**src/rtl/rfa_pkg.sv**
```systemverilog
`timescale 1ns / 1ps
// ----------------------------------------------------------------------------
// rfa_pkg
// Shared widths, operation and status codes, and controller/datapath types.
// ----------------------------------------------------------------------------
package rfa_pkg;

   localparam int WIDTH = 32;
   localparam int PW    = 2 * WIDTH;
   localparam int CW    = 6;

   localparam logic [2:0] FN_ADD  = 3'd0;
   localparam logic [2:0] FN_SUB  = 3'd1;
   localparam logic [2:0] FN_MUL  = 3'd2;
   localparam logic [2:0] FN_DIV  = 3'd3;
   localparam logic [2:0] FN_EQ   = 3'd4;
   localparam logic [2:0] FN_GT   = 3'd5;
   localparam logic [2:0] FN_LT   = 3'd6;
   localparam logic [2:0] FN_NONE = 3'd7;

   localparam logic [1:0] ST_OK   = 2'd0;
   localparam logic [1:0] ST_ZDEN = 2'd1;
   localparam logic [1:0] ST_OVF  = 2'd2;

   localparam logic [1:0] MSEL_X = 2'd0;
   localparam logic [1:0] MSEL_Y = 2'd1;
   localparam logic [1:0] MSEL_D = 2'd2;

   localparam logic [CW-1:0] DIV_LAST = CW'(PW - 1);

   typedef enum logic [2:0] {
      CMD_IDLE,
      CMD_LOAD,
      CMD_MUL,
      CMD_COMBINE,
      CMD_GCD,
      CMD_DIV_INIT,
      CMD_DIV,
      CMD_PUT
   } cmd_type;

   typedef enum logic [2:0] {
      S_IDLE,
      S_CHECK,
      S_MUL,
      S_COMBINE,
      S_GCD,
      S_DIV_INIT,
      S_DIV,
      S_PUT
   } state_type;

   typedef struct packed {
      cmd_type    cmd;
      logic [1:0] mul_sel;
   } ctrl_type;

   typedef struct packed {
      logic skip;       // unused code or zero denominator
      logic early_out;  // comparison or zero numerator
      logic gcd_done;
   } stat_type;

endpackage

```
**src/rtl/rfa_ctrl.sv**
```systemverilog
`timescale 1ns / 1ps
// ----------------------------------------------------------------------------
// rfa_ctrl
// Sequencer: multiplies, combine, binary gcd loop, dual restoring divide.
// ----------------------------------------------------------------------------
module rfa_ctrl import rfa_pkg::*; (
   input  logic     clock,
   input  logic     reset,
   input  logic     start,
   input  stat_type stat,
   output ctrl_type ctrl,
   output logic     busy,
   output logic     rsp_valid
);

   state_type     state_ff, state_in;
   logic [CW-1:0] cnt_ff, cnt_in;
   logic          valid_ff, valid_in;

   always_ff @(posedge clock) begin
      if (reset) begin
         state_ff <= S_IDLE;
         cnt_ff   <= '0;
         valid_ff <= 1'b0;
      end else begin
         state_ff <= state_in;
         cnt_ff   <= cnt_in;
         valid_ff <= valid_in;
      end
   end

   always_comb begin
      state_in     = state_ff;
      cnt_in       = cnt_ff;
      valid_in     = 1'b0;
      ctrl.cmd     = CMD_IDLE;
      ctrl.mul_sel = cnt_ff[1:0];
      unique case (state_ff)
         S_IDLE: begin
            if (start) begin
               ctrl.cmd = CMD_LOAD;
               state_in = S_CHECK;
            end
         end
         S_CHECK: begin
            cnt_in = '0;
            if (stat.skip) state_in = S_PUT;
            else state_in = S_MUL;
         end
         S_MUL: begin
            ctrl.cmd = CMD_MUL;
            cnt_in   = cnt_ff + 1'b1;
            if (cnt_ff[1:0] == MSEL_D) state_in = S_COMBINE;
         end
         S_COMBINE: begin
            ctrl.cmd = CMD_COMBINE;
            state_in = S_GCD;
         end
         S_GCD: begin
            if (stat.early_out) state_in = S_PUT;
            else if (stat.gcd_done) state_in = S_DIV_INIT;
            else ctrl.cmd = CMD_GCD;
         end
         S_DIV_INIT: begin
            ctrl.cmd = CMD_DIV_INIT;
            cnt_in   = '0;
            state_in = S_DIV;
         end
         S_DIV: begin
            ctrl.cmd = CMD_DIV;
            cnt_in   = cnt_ff + 1'b1;
            if (cnt_ff == DIV_LAST) state_in = S_PUT;
         end
         S_PUT: begin
            ctrl.cmd = CMD_PUT;
            valid_in = 1'b1;
            state_in = S_IDLE;
         end
         default: state_in = S_IDLE;
      endcase
   end

   assign busy      = (state_ff != S_IDLE);
   assign rsp_valid = valid_ff;

endmodule

```
**config.mk**
```make
export PLATFORM = sky130hd
export DESIGN_NAME = rfa_ctrl
export DESIGN_NICKNAME = d
export VERILOG_FILES = /design/src/rtl/rfa_pkg.sv /design/src/rtl/rfa_ctrl.sv
export SDC_FILE = /design/constraint.sdc
export NUM_CORES = 1
export LEC_CHECK = 0
export BUFFER_PORTS_ARGS = -buffer_cell sky130_fd_sc_hd__buf_2
export CAP_MARGIN = 20
export CORE_AREA = 2 2 52 54
export CTS_BUF_LIST = sky130_fd_sc_hd__clkbuf_2 sky130_fd_sc_hd__clkbuf_4 sky130_fd_sc_hd__clkbuf_8
export DETAILED_ROUTE_END_ITERATION = 16
export DIE_AREA = 0 0 54 56
export SLEW_MARGIN = 20
export SYNTH_ARGS = -nofsm -noshare
export SYNTH_HDL_FRONTEND = slang
export SYNTH_SLANG_ARGS = --single-unit
```
**constraint.sdc**
```tcl
create_clock -name clock -period 3.85 [get_ports clock]
set_input_delay 0.5775 -clock clock [delete_from_list [all_inputs] [get_ports clock]]
set_output_delay 0.5775 -clock clock [all_outputs]
set_load 0.005 [all_outputs]
```
==> flow_summary.toml <==
[worst_hold_path]
worstHoldStart = "cnt_ff[5]"
worstHoldPathType = "flip-flop to flip-flop"

[cts]
cts_root_buf = "clkbuf_4"
max-clock-path-buffers = 2
clk_latency_ps = 260
hold_buffers = 0
cts_buffers = 3
cts_tree = "done"
path_clk_slew_ps = 60
cts_resized = 0
post_cts_buffers = 0
clock-sinks = 10
htreeDepth = 1

[critical_path]
path_max_fanout = 16
reg2reg_from = "state_ff[1]"
cp-start-kind = "flip-flop"
cpMaxStageDelayCell = "dfxtp_1"
critPathCaptureType = "primary output"
ff2ff_setup_slack_ps = 2340
crit_chain = "nor2_1 -> mux2_2 -> buf_2"
crit_type = "flip-flop to primary output"
cp-startpoint = "state_ff[1]"
slowest_delay_ps = 660
critical_path_arrival_ps = 1460
cp.required_ps = 3270

[pwr]
internal-power_mw = 0.214
leakagePower_nw = 0.244
p_sw_mw = 0.117
comb_power_share = 0.322
max-vdd-ir-drop_v = 0.000179
power.density_mw_per_mm2 = 500
swShare = 0.354
power_frac_clock = 0.209
seqPwrFrac = 0.469

[timing]
slew_headroom = 0.642
period_share = 0.528
finalSetupViolCount = 0
finalCriticalPeriod_ps = 2030
finalSetupTns_ps = 0
slew_viol_final = 0
fin_skew_ps = 4.90
max_freq_mhz = 492
hold_viol_final = 0
rsz0062_at_grt = "no"
tightest_slew_ps = 536

[yosys]
synthFlopType = "dfxtp_1"
seq_area_frac_synth = 0.346
synth_area_um2 = 579
syn-mean-instance-area_um2 = 8.28
synth_edf_count = 0
syn-instance-count = 70
async_reset_ff_frac = 0
synth-seq-cells = 10
synth.distinct_cells = 33
ys.warnings.count = 0
syn-num-nets = 78

[route]
drt-initial-drc-count = 3
num_vias = 528
routedWlPerCell_um = 11.2
firstDrtPassIters = 4
drt-total-wl_mm = 1.21
ant_nets = 0
drc = 0
avgViaCountPerCell = 4.89

[die]
die_area_mm2 = 0.00302
start_util = 0.238
ios = 13
core_mm2 = 0.00243
rows = 18
die_y_um = 56
fp.dieW_um = 54

[finish]
diodes = 0
seqCellArea_um2 = 200
multi_input_area_um2 = 335
fin_area_um2 = 663
synthToLayoutAreaGrowth_pct = 14.5
fin_nets = 88
drive_gt1_frac = 0.231
fill_cells = 277

[global_routing]
overflow = 0
antenna_found_initial = 0
grt_first_pass_wirelength_mm = 2.27
grt_pass1_vias = 506
grt_usage = 0.100
grt_max_degree = 17

[place]
dpl_cell_area_um2 = 641
io_buffers = 12
gp_congestion = 0.760
dp_hpwl_um = 883

[flow_run]
cap_violations = 0

[outcome]
status = "finished, final reports clean"
## power by group through the flow
stage	Clock, mW	Sequential (mW)	Combinational (mW)
after CTS	0.0732	0.155	0.109
after global placement	0	0.155	0.106
after global routing	0.0807	0.162	0.122
final	0.0693	0.155	0.107
after floorplan	0	0.133	0.104
after detailed placement	0	0.158	0.108
## Yosys cell counts, drive strengths merged (2+ instances only)
| cell type | instances | area, µm² |
|---|---|---|
| and2 | 3 | 18.8 |
| or3 | 3 | 18.8 |
| nand2b | 3 | 26.3 |
| nor3b | 2 | 15.0 |
| clkbuf | 3 | 11.3 |
| dfxtp | 10 | 200 |
| nand3 | 3 | 15.0 |
| inv | 2 | 7.51 |
| nor2b | 2 | 12.5 |
| nand2 | 3 | 11.3 |
| nor2 | 4 | 15.0 |
| buf | 4 | 25.0 |
| nand3b | 2 | 15.0 |
| a21oi | 5 | 25.0 |
| ha | 2 | 25.0 |
| o21ai | 4 | 20.0 |
## flip-flops by register name, indices dropped and copies added (netlist names)
| name | count |
|---|---|
| rsp_valid | 1 |
| state_ff | 3 |
| cnt_ff | 6 |
## logic make-up (layout without fill, tap and decap cells)
group | Yosys count | in the layout | share of synthesized area
adder cells (fa/ha/maj) | 2 | 2 | 0.0432
flip-flops | 10 | 10 | 0.346
AO/OA/AOI/OAI | 16 | 16 | 0.177
AND/OR/NAND/NOR | 31 | 31 | 0.324
multiplexers | 1 | 1 | 0.0194
buffers and inverters | 9 | 17 | 0.0756
XOR/XNOR | 1 | 1 | 0.0151
## per-layer routing
layer  up-vias  global-route usage  share of wire
li1        267                   -              -
met1       249               0.135           0.47
met2        10               0.141           0.47
met3         2              0.0269          0.038
met4         0              0.0536          0.016
met5         -                   0              0
## critical path, delay by kind of cell, from the launching register on
kind	cells	cell delay, ps
buffers and inverters	1	120
DFF	1	660
muxes	1	290
and+or+nand+nor	1	130
## final cells by class
type                            count  area share
Clock buffer                        3      0.0340
Multi-Input combinational cell     51       0.506
Tap cell                           30      0.0566
Inverter                            2      0.0113
Sequential cell                    10       0.302
Timing Repair Buffer               12      0.0906
## worst paths after layout
| check | cells past startpoint | to |
|---|---|---|
| setup / recovery | 3 | ctrl[2] |
| setup reg to reg | 3 | cnt_ff[5] |
| hold / removal | 2 | cnt_ff[5] |
| hold reg to reg | 2 | cnt_ff[5] |
## through the flow
stage | setup WS, ps | hold WS (ps) | std cells | utilization | power (mW)
floorplan | 2280 | 475 | 70 | - | 0.236
global placement | 2100 | 498 | 105 | 0.263 | 0.261
detailed placement | 2080 | 513 | 105 | 0.263 | 0.266
CTS | 1820 | 523 | 108 | 0.273 | 0.337
global route | 1700 | 573 | 108 | 0.273 | 0.364
finish | 1820 | 514 | 108 | 0.273 | 0.331
## cells in the final DEF, fill, tap and decap left out, drive strengths merged, types with 2 or more instances in the layout
| master | n |
|---|---|
| dfxtp | 10 |
| nand2b | 3 |
| nor3b | 2 |
| ha | 2 |
| nand2 | 3 |
| nor2b | 2 |
| nand3 | 3 |
| nor2 | 4 |
| or3 | 3 |
| nand3b | 2 |
| and2 | 3 |
| inv | 2 |
| buf | 12 |
| o21ai | 4 |
| clkbuf | 3 |
| a21oi | 5 |
No activity file was read; power rests on OpenSTA's default activity.
